`config.mk`:
```
export PLATFORM = sky130hd
export DESIGN_NAME = lease_lock_table
export DESIGN_NICKNAME = d
export VERILOG_FILES = /design/src/hdl/llt_pkg.sv /design/src/hdl/lease_lock_table.sv /design/src/hdl/llt_mem.sv
export VERILOG_INCLUDE_DIRS = /design/src /design/src/hdl
export SDC_FILE = /design/constraint.sdc
export NUM_CORES = 1
export LEC_CHECK = 0
export BUFFER_PORTS_ARGS = -buffer_cell sky130_fd_sc_hd__buf_4
export CAP_MARGIN = 10
export CORE_ASPECT_RATIO = 0.75
export CORE_MARGIN = 1
export CORE_UTILIZATION = 60
export CTS_CLUSTER_DIAMETER = 120
export CTS_CLUSTER_SIZE = 20
export DETAILED_ROUTE_END_ITERATION = 12
export GPL_ROUTABILITY_DRIVEN = 0
export HOLD_SLACK_MARGIN = 0.15
export PLACE_DENSITY_LB_ADDON = 0.15
export SYNTH_ARGS = -nofsm -noshare
export SYNTH_HDL_FRONTEND = slang
export SYNTH_HIERARCHICAL = 1
export SYNTH_SLANG_ARGS = --single-unit
```
`constraint.sdc`:
```
create_clock -name clk -period 13.45 [get_ports clk]
set_clock_uncertainty 0.15 [all_clocks]
set_input_delay 1.345 -clock clk [delete_from_list [all_inputs] [get_ports clk]]
set_output_delay 1.345 -clock clk [all_outputs]
set_load 0.02 [all_outputs]
```
`src/hdl/lease_lock_table_defines.svh`:
```
// Assertion macros shared by the lease lock table RTL.
`ifndef LEASE_LOCK_TABLE_DEFINES_SVH
`define LEASE_LOCK_TABLE_DEFINES_SVH

// Same-cycle implication, sampled on clk, off during reset.
`define LLT_ASSERT_NOW(lbl, ante, cons, msg) \
	lbl: assert property (@(posedge clk) disable iff (!arst_n) (ante) |-> (cons)) \
		else $error(msg);

// Next-cycle implication, sampled on clk, off during reset.
`define LLT_ASSERT_NEXT(lbl, ante, cons, msg) \
	lbl: assert property (@(posedge clk) disable iff (!arst_n) (ante) |=> (cons)) \
		else $error(msg);

`endif

```
`src/hdl/llt_pkg.sv`:
```
// Types, codes and lease arithmetic for the lease lock table.
package llt_pkg;

	localparam logic [1:0] REQ_CLAIM   = 2'd0;
	localparam logic [1:0] REQ_RENEW   = 2'd1;
	localparam logic [1:0] REQ_RELEASE = 2'd2;
	localparam logic [1:0] REQ_COUNT   = 2'd3;

	localparam logic [1:0] STS_OK       = 2'd0;
	localparam logic [1:0] STS_CONFLICT = 2'd1;
	localparam logic [1:0] STS_UNAVAIL  = 2'd2;

	localparam logic [15:0] WINDOW_RESET = 16'd2000;
	localparam logic [31:0] STAMP_MAX    = 32'hffff_ffff;
	localparam logic [3:0]  COUNT_MAX    = 4'd15;

	typedef struct packed {
		logic [31:0] owner;
		logic [31:0] stamp;
	} entry_t;

	function automatic logic lease_fresh(entry_t e, logic [31:0] now, logic [15:0] win);
		logic [31:0] age;
		logic [31:0] w;
		age = now - e.stamp;
		w   = {16'd0, win};
		return (e.owner != 32'd0) && ((age <= w) || (age >= (STAMP_MAX - w)));
	endfunction

	function automatic logic lease_touch_ok(entry_t e, logic [31:0] now, logic [15:0] win);
		logic [31:0] age;
		age = now - e.stamp;
		return age < (STAMP_MAX - {16'd0, win});
	endfunction

endpackage

```
`src/hdl/lease_lock_table.sv`:
```
// Lease lock table top level: request sequencer, id counter and result register.
// Usage:
//   Requests enter on req_valid/req_stall with req_type, slot, held_id, now_ms;
//   one result leaves per request on rsp_valid/rsp_stall with status,
//   granted_id, fresh_count. A transfer happens when valid is high, stall low.
//   The window register is written on cfg_valid/cfg_ready (always ready) with
//   cfg_data. The user must write it only while no request is in flight; the
//   block itself does not enforce this.
// Sequence: claim, renew and release pass through slot read, evaluate and
//   write back, and result load; a bad slot goes straight to result load; a
//   count walks the target slots one memory read per cycle, then drains and
//   loads the result. One request is in flight at a time; the next is taken
//   as soon as the sequencer is back in idle, even while a result still waits.
// Reset clears all leases (valid bits), sets the id counter to one and the
//   window to 2000 ms. While rsp_stall is high the result is held and a
//   finished second request waits in the sequencer with req_stall high.
`include "lease_lock_table_defines.svh"

module lease_lock_table #(
	parameter int TARGET_SLOTS = 8
) (
	input  logic        clk,
	input  logic        arst_n,
	input  logic        req_valid,
	output logic        req_stall,
	input  logic [1:0]  req_type,
	input  logic [3:0]  slot,
	input  logic [31:0] held_id,
	input  logic [31:0] now_ms,
	output logic        rsp_valid,
	input  logic        rsp_stall,
	output logic [1:0]  status,
	output logic [31:0] granted_id,
	output logic [3:0]  fresh_count,
	input  logic        cfg_valid,
	output logic        cfg_ready,
	input  logic [15:0] cfg_data
);

	localparam int DEPTH = TARGET_SLOTS + 1;
	localparam int AW    = $clog2(DEPTH);

	localparam logic [2:0] ST_IDLE  = 3'd0;
	localparam logic [2:0] ST_LOOK  = 3'd1;
	localparam logic [2:0] ST_EVAL  = 3'd2;
	localparam logic [2:0] ST_WALK  = 3'd3;
	localparam logic [2:0] ST_DRAIN = 3'd4;
	localparam logic [2:0] ST_DONE  = 3'd5;

	logic [2:0]  state_q;
	logic [1:0]  type_q;
	logic [AW-1:0] addr_q;
	logic [31:0] held_q;
	logic [31:0] now_q;
	logic [15:0] window_q;
	logic [32:0] next_id_q;
	logic [AW-1:0] idx_q;
	logic        samp_s1;
	logic [3:0]  count_q;
	logic [1:0]  res_status_q;
	logic [31:0] res_granted_q;
	logic        rsp_valid_q;
	logic [1:0]  status_q;
	logic [31:0] granted_q;
	logic [3:0]  fresh_q;

	logic            req_acc;
	logic            bad_slot;
	logic            rsp_load;
	logic            mem_we;
	logic [AW-1:0]   mem_raddr;
	llt_pkg::entry_t mem_wdata;
	llt_pkg::entry_t rd;
	logic            owns;
	logic            fresh;
	logic            touch_ok;

	llt_mem #(
		.DEPTH(DEPTH),
		.AW   (AW)
	) u_mem (
		.clk   (clk),
		.arst_n(arst_n),
		.we    (mem_we),
		.waddr (addr_q),
		.wdata (mem_wdata),
		.raddr (mem_raddr),
		.rdata (rd)
	);

	assign req_stall = (state_q != ST_IDLE);
	assign req_acc   = req_valid && !req_stall;
	assign bad_slot  = 32'(slot) > 32'(TARGET_SLOTS);
	assign cfg_ready = 1'b1;
	assign rsp_load  = (state_q == ST_DONE) && (!rsp_valid_q || !rsp_stall);
	assign mem_raddr = (state_q == ST_WALK) ? idx_q : addr_q;

	assign owns     = (held_q != 32'd0) && (rd.owner == held_q);
	assign fresh    = llt_pkg::lease_fresh(rd, now_q, window_q);
	assign touch_ok = llt_pkg::lease_touch_ok(rd, now_q, window_q);

	always_comb begin
		mem_we    = 1'b0;
		mem_wdata = rd;
		if (state_q == ST_EVAL) begin
			case (type_q)
				llt_pkg::REQ_CLAIM: begin
					if (owns) begin
						mem_we    = touch_ok;
						mem_wdata = '{owner: rd.owner, stamp: now_q};
					end else if (!fresh && !next_id_q[32]) begin
						mem_we    = 1'b1;
						mem_wdata = '{owner: next_id_q[31:0], stamp: now_q};
					end
				end
				llt_pkg::REQ_RENEW: begin
					if (owns) begin
						mem_we    = touch_ok;
						mem_wdata = '{owner: rd.owner, stamp: now_q};
					end
				end
				llt_pkg::REQ_RELEASE: begin
					if (owns) begin
						mem_we    = 1'b1;
						mem_wdata = '0;
					end
				end
				default: begin
					mem_we = 1'b0;
				end
			endcase
		end
	end

	always_ff @(posedge clk) begin
		if (req_acc) begin
			type_q <= req_type;
			addr_q <= AW'(slot);
			held_q <= held_id;
			now_q  <= now_ms;
		end
		if (rsp_load) begin
			status_q  <= res_status_q;
			granted_q <= res_granted_q;
			fresh_q   <= count_q;
		end
	end

	always_ff @(posedge clk or negedge arst_n) begin
		if (!arst_n) begin
			state_q       <= ST_IDLE;
			window_q      <= llt_pkg::WINDOW_RESET;
			next_id_q     <= 33'd1;
			idx_q         <= '0;
			samp_s1       <= 1'b0;
			count_q       <= '0;
			res_status_q  <= llt_pkg::STS_OK;
			res_granted_q <= '0;
			rsp_valid_q   <= 1'b0;
		end else begin
			if (cfg_valid && cfg_ready) begin
				window_q <= cfg_data;
			end
			samp_s1 <= (state_q == ST_WALK);
			if (samp_s1 && llt_pkg::lease_fresh(rd, now_q, window_q) &&
			    (count_q != llt_pkg::COUNT_MAX)) begin
				count_q <= count_q + 4'd1;
			end
			if (rsp_load) begin
				rsp_valid_q <= 1'b1;
			end else if (rsp_valid_q && !rsp_stall) begin
				rsp_valid_q <= 1'b0;
			end
			case (state_q)
				ST_IDLE: begin
					if (req_acc) begin
						count_q       <= '0;
						res_status_q  <= llt_pkg::STS_OK;
						res_granted_q <= held_id;
						if (req_type == llt_pkg::REQ_COUNT) begin
							idx_q   <= AW'(1);
							state_q <= ST_WALK;
						end else if (bad_slot) begin
							res_status_q <= llt_pkg::STS_UNAVAIL;
							state_q      <= ST_DONE;
						end else begin
							state_q <= ST_LOOK;
						end
					end
				end
				ST_LOOK: begin
					state_q <= ST_EVAL;
				end
				ST_EVAL: begin
					case (type_q)
						llt_pkg::REQ_CLAIM: begin
							if (!owns) begin
								if (fresh) begin
									res_status_q <= llt_pkg::STS_CONFLICT;
								end else if (next_id_q[32]) begin
									res_status_q <= llt_pkg::STS_UNAVAIL;
								end else begin
									res_granted_q <= next_id_q[31:0];
									next_id_q     <= next_id_q + 33'd1;
								end
							end
						end
						llt_pkg::REQ_RENEW: begin
							if (!owns) begin
								res_status_q <= llt_pkg::STS_CONFLICT;
							end
						end
						default: begin
							res_granted_q <= '0;
						end
					endcase
					state_q <= ST_DONE;
				end
				ST_WALK: begin
					if (idx_q == AW'(TARGET_SLOTS)) begin
						state_q <= ST_DRAIN;
					end else begin
						idx_q <= idx_q + AW'(1);
					end
				end
				ST_DRAIN: begin
					state_q <= ST_DONE;
				end
				ST_DONE: begin
					if (rsp_load) begin
						state_q <= ST_IDLE;
					end
				end
				default: begin
					state_q <= ST_IDLE;
				end
			endcase
		end
	end

	assign rsp_valid   = rsp_valid_q;
	assign status      = status_q;
	assign granted_id  = granted_q;
	assign fresh_count = fresh_q;

	`LLT_ASSERT_NOW(a_id_saturates, next_id_q[32], next_id_q[31:0] == 32'd0,
		"owner id counter ran past its limit")
	`LLT_ASSERT_NOW(a_walk_in_range, state_q == ST_WALK,
		(idx_q != '0) && (32'(idx_q) <= 32'(TARGET_SLOTS)),
		"count walk outside the target slots")
	`LLT_ASSERT_NEXT(a_eval_to_done, state_q == ST_EVAL, state_q == ST_DONE,
		"evaluate step did not hand over to result load")
	`LLT_ASSERT_NOW(a_rsp_from_done, $rose(rsp_valid_q), $past(state_q) == ST_DONE,
		"result raised outside result load")

endmodule

```
`src/hdl/llt_mem.sv`:
```
// Lease entry memory: one write port, one registered read port, per-entry valid bits.
module llt_mem #(
	parameter int DEPTH = 9,
	parameter int AW    = 4
) (
	input  logic                 clk,
	input  logic                 arst_n,
	input  logic                 we,
	input  logic [AW-1:0]        waddr,
	input  llt_pkg::entry_t      wdata,
	input  logic [AW-1:0]        raddr,
	output llt_pkg::entry_t      rdata
);

	llt_pkg::entry_t mem [DEPTH];
	logic [DEPTH-1:0] vld_q;
	llt_pkg::entry_t  rd_q;
	logic             rd_vld_q;

	always_ff @(posedge clk) begin
		if (we) begin
			mem[waddr] <= wdata;
		end
		rd_q <= mem[raddr];
	end

	always_ff @(posedge clk or negedge arst_n) begin
		if (!arst_n) begin
			vld_q    <= '0;
			rd_vld_q <= 1'b0;
		end else begin
			if (we) begin
				vld_q[waddr] <= 1'b1;
			end
			rd_vld_q <= vld_q[raddr];
		end
	end

	assign rdata = rd_vld_q ? rd_q : '0;

endmodule

```
== Word-level counts from Yosys, hierarchy flattened ==
Memories as Yosys holds them, arrays and structs flattened. A register that Yosys moved wholly into a read port is not among the register bits.
Cells that the tools add are included.
Cells by class
  $lt $le $gt $ge: 7
  bitwise operators: 4
  $add $sub $neg: 5
  multiplexer cells: 51
  equal/unequal tests: 23
  reduce and logical (&&, ||, !) cells: 31
Operators with widths (number)
  two-way mux 64 bit: 5
  case mux 64 bit (3 select lines): 1
  two-way mux 32 bit: 5
  case mux 32 bit (2 select lines): 2
  nonzero test 32 bit: 2
  adder 33 x 1 -> 33 bit (second input constant): 1
  two-way mux 33 bit: 1
  equality test 32 bit: 1
  >= comparator 32 bit: 1
  less-or-equal comparator 32 x 16 -> 1 bit: 1
  < comparator 32 bit: 1
  subtractor 32 bit: 1
  two-way mux 4 bit: 7
  subtractor 1 x 17 -> 18 bit (first input constant): 1
  two-way mux 3 bit: 5
  case mux 3 bit (5 select lines): 1
  two-way mux 2 bit: 7
  != test 3 bit (second input constant): 4
  AND reduction 6 bit: 2
  two-way mux 1 bit: 11
  < comparator 4 x 5 -> 1 bit (second input constant): 2
  != test 2 bit (second input constant): 5
  logical AND 1 bit: 9
  OR 9 bit: 1
  28 further kinds: 44
Word-level totals
  memories kept: 1
  memory bits (writable): 576
  logic and storage cells: 141
  bits in registers: 214
  output and inout bits: 41
Memory list
  u_mem.mem: words 9, width 64, read ports 1, clocked after Yosys merged registers in 1, wr ports 1, line llt_mem.sv:15  | llt_pkg::entry_t mem [DEPTH];

== Depth between registers and ports, before layout ==
  word-level depth: 13
  depth in mapped cells: 29
  gate-level depth less buffers: 25

== Cells and area by module ==
The synthesis kept the hierarchy.
Modules (own cells, without submodules)
  llt_mem: times used 1, cells each 1342, area an instance 24496.0 um2
  lease_lock_table: times used 1, cells each 1212, area an instance 12301.8 um2

== Worst setup path before layout ==
No wires, ideal clock.
  kind: flip-flop to flip-flop
  start: reg u_mem.rd_vld_q
  end: reg u_mem.vld_q[8]
  setup time: 0.103 ns
  cell stages (with the launch flop): 29
  path buffers: 4
  data required time: 13.197 ns
  arrival time: 11.244 ns
  slack: 1.954 ns
  cells stage by stage: dfrtp_1 -> clkbuf_1 -> clkbuf_1 -> and2_1 -> inv_1 -> ha_1 -> a21oi_2 -> o21bai_1 -> or2_2 -> a31oi_1 -> o21bai_1 -> a21oi_1 -> xnor2_1 -> ha_1 -> o21bai_1 -> a21oi_1 -> o21ai_0 -> a21o_1 -> o22a_1 -> nand4b_1 -> o32ai_4 -> or2_1 -> buf_4 -> buf_2 -> o21ai_0 -> and4_1 -> nand2_1 -> nor4_1 -> or2_2
RTL lines
  start, declared: line llt_mem.sv:18  | logic rd_vld_q;
  start signal, assigned: line llt_mem.sv:35  | rd_vld_q <= vld_q[raddr];
  end signal, assigned: line llt_mem.sv:29  | vld_q <= '0;
  end signal, assigned by index: line llt_mem.sv:33  | vld_q[waddr] <= 1'b1;
  end, declared: line llt_mem.sv:16  | logic [DEPTH-1:0] vld_q;

==> qor.csv <==
stage,metric,value,unit
timing,tightest_slew,1180,ps
critical_path,r2r_end,u_mem/mem[0][23],
critical_path,rr_worst_depth,26,
synth,synth_area_per_cell,14.4,um^2
timing,post-route-period-util,60.9,%
critical_path,slowest_stage,nor3_2,
route,drtIter0Drc,2383,
route,ant_nets,0,
synth,syn_area,36800,um^2
global_routing,grt_overflow_total,0,
critical_path,arrival,8280,ps
timing,rsz0062_at_grt,false,
final_layout,seqCellArea,24500,um^2
outcome,status,"complete, no violations",
place,place_area,38400,um^2
critical_path,r2r-start,u_mem/rd_vld_q,
final_layout,diodes,0,
critical_path,crit_top_cell,buf_4,
clock_network,cts_resized,0,
timing,setup_tns,0,ps
critical_path,cp_num_buf_inv,6,
critical_path,crit_type,reg -> reg,
route,dr.pass1.iters,8,
pwr,powerDensity,184,nW/um^2
global_routing,grt_pass1_wl,130,mm
synth,yosys.area.top_type,edfxtp_1,
place,detailed_place_hpwl,52.3,mm
route,wl_per_cell,24.5,um
place,io_buffers,130,
synth,syn_nets,2713,
synth,ys_warn_count,6,
timing,slew_viol_final,0,
timing,layout_min_cycle_time,8200,ps
critical_path,cp-endpoint,u_mem/mem[0][23],
floorplan,dieWidth,288,um
global_routing,antenna_found_initial,3,
synth,synth.top_cell.area_share,55.8,%
clock_network,cts_buffers,48,
synth,syn-instance-count,2554,
synth,synth_edf_count,684,
clock_network,cts.path.max_buffers,3,
final_layout,postLayoutCellArea,39800,um^2
synth,ys_seq_elements,854,
pwr,ir_drop,0.162,mV
pwr,p_leak,14.5,nW
synth,synth_area_leaders,"edfxtp_1 56%, dfrtp_1 6.7%, mux2_2 4.1%",
critical_path,worstPathRequired,13540,ps
timing,finalHoldViolCount,0,
synth,synth_ff_type,edfxtp_1,
global_routing,grt_usage,27.4,%
synth,ys_seq_area_share,66.5,%
critical_path,crit_fanout,64,
min_path,hold_path.class,reg -> reg,
global_routing,grt_pass1_vias,21500,
final_layout,drive_gt1_share,17.1,%
place,placed_cells,3385,
floorplan,initial_core_util,60.8,%
timing,slew_headroom,20.6,%
clock_network,worstSkewPairLatency,620,ps
critical_path,critPathTopFamily,simple AND/OR/NAND/NOR gates,
timing,max_freq,122,MHz
flow_run,cap_violations,0,
critical_path,r2r_slack,5250,ps
floorplan,core-area,60500,um^2
timing,setup_viol_count_final,0,
floorplan,ioPinCount,132,
floorplan,die_h,216,um
route,finalWirelength,85.1,mm
final_layout,final_cells,3473,
route,drc,0,
critical_path,critical_path.startpoint,u_mem/rd_vld_q,
floorplan,rows,78,
critical_path,critPathLaunchType,flop,
route,via_per_inst,6.37,
final_layout,fill_cells,4331,
final_layout,nets,2794,
floorplan,dieArea,62300,um^2
final_layout,multi_input_comb_area,11400,um^2
synth,ys_types,82,
clock_network,hold_buffers,0,
clock_network,root_buffer,clkbuf_16,
critical_path,path_depth,26,
clock_network,cts_tree,done,
clock_network,post_cts_buffers,0,
global_routing,grt_max_degree,158,
synth,async_flop_share,12.4,%
clock_network,htree_levels,2,
clock_network,path_clk_slew,80,ps
clock_network,clkSinkCount,854,
final_layout,area_delta_synth_final,8.12,%
route,via_count,22100,
critical_path,end_kind,flop,
critical_path,max_stage_delay,700,ps
==> state kept, by name, summed over array words and instances, names as in the netlist, 2 cells and up <==
| name | flops |
|---|---|
| u_mem/mem | 576 |
| u_mem/rd_q | 64 |
| next_id_q | 33 |
| granted_id | 32 |
| held_q | 32 |
| now_q | 32 |
| res_granted_q | 32 |
| window_q | 16 |
| u_mem/vld_q | 9 |
| addr_q | 4 |
| count_q | 4 |
| fresh_count | 4 |
| idx_q | 4 |
| state_q | 3 |
| res_status_q | 2 |
| status | 2 |
| type_q | 2 |
==> cells in the final DEF (no fill, tap or decap), types with 12 or more instances in the layout <==
cell type | Yosys | routed
edfxtp_1 | 684 | 684
nand2_1 | 220 | 218
buf_4 | 12 | 162
mux2i_1 | 134 | 134
mux2_2 | 133 | 133
a22o_1 | 116 | 116
dfrtp_1 | 99 | 99
inv_1 | 75 | 74
and2_1 | 72 | 72
xnor2_1 | 70 | 70
ha_1 | 67 | 67
nand3_1 | 65 | 65
o22ai_1 | 65 | 65
dfxtp_1 | 64 | 64
a21oi_1 | 53 | 52
clkbuf_16 | 0 | 48
o21ai_0 | 47 | 46
nor2_1 | 53 | 45
o31ai_1 | 43 | 43
clkbuf_1 | 70 | 37
nand4_1 | 34 | 34
nor4_1 | 31 | 30
mux2_4 | 30 | 30
nor3_1 | 30 | 27
o31ai_2 | 27 | 27
and3_1 | 23 | 23
xor2_1 | 18 | 18
nand2b_1 | 13 | 12
o21ai_1 | 13 | 12
==> worst register-to-register path: cells and delay by family, from the launching register on <==
kind / cells / cell delay, ps
AND/OR/NAND/NOR: 7 / 2380
flip-flops: 1 / 330
adder cells (fa/ha/maj): 2 / 750
XOR/XNOR: 1 / 160
buffers and inverters: 6 / 1890
AO/OA/AOI/OAI: 10 / 2120
==> cell families after synthesis <==
kind of cell             after synthesis  synth area share [%]
other                                  1                0.0102
XOR/XNOR                              88                  2.09
AO/OA/AOI/OAI                        453                  9.31
AND/OR/NAND/NOR                      584                  7.89
flip-flops                           854                  66.5
multiplexers                         299                  9.03
buffers and inverters                207                  2.80
adder cells (fa/ha/maj)               68                  2.33
==> power breakdown <==
| group | internal (mW) | switching [mW] |
|---|---|---|
| registers | 3.28 | 0.145 |
| logic | 0.923 | 1.47 |
| clock network | 0.682 | 0.819 |
| total | 4.89 | 2.43 |
==> layer usage <==
layer | GRT usage, % | wire [um] | up-vias
met4 | 5.87 | 1460 | 0
met5 | 0 | 0 | -
met1 | 42.2 | 38100 | 11300
met2 | 40.8 | 38200 | 933
met3 | 5.24 | 7360 | 113
li1 | - | - | 9836
==> worst min-delay path by stage <==
stage                       from        endpoint  slack, ps  cells past startpoint
4_1_cts        res_granted_q[24]  granted_id[24]        300                      0
2_1_floorplan    res_status_q[1]       status[1]        270                      0
3_5_place_dp   res_granted_q[24]  granted_id[24]        280                      0
5_1_grt        res_granted_q[24]  granted_id[24]        310                      0
6_report       res_granted_q[24]  granted_id[24]        300                      0
3_3_place_gp    u_mem/mem[8][15]  u_mem/rd_q[15]        280                      2
==> per-stage QoR <==
stage	util (%)	hold WS (ps)	total power, mW	setup WS, ps
2_1_floorplan	-	271	5.17	1950
3_3_place_gp	63.5	280	5.77	5580
3_5_place_dp	63.5	282	5.82	5380
4_1_cts	65.8	302	7.31	5350
5_1_grt	65.8	305	7.64	4800
6_report	65.8	301	7.32	5250
==> cell usage after synthesis (all sizes together), types with 11 or more instances <==
library cell and count:
xnor2 70, nor4 31, ha 67, nor2 53, clkbuf 70, dfxtp 64, a22o 116, and2 72
buf 62, inv 75, nand2b 13, dfrtp 99, nor3 31, o31ai 70, mux2i 134, xor2 18
and3 23, nand2 220, o22ai 65, a221o 11, a21oi 55, edfxtp 684, or2 13, nand4 35
o21ai 61, nand3 65, mux2 164
==> area by class of cell <==
cell class	count	area share [%]
Clock buffer	85	3.37
Sequential cell	854	61.5
Clock inverter	3	0.0849
Inverter	75	0.708
Timing Repair Buffer	163	3.11
Tap cell	800	2.52
Multi-Input combinational cell	1493	28.7
Power figures use the tool's default switching activity.
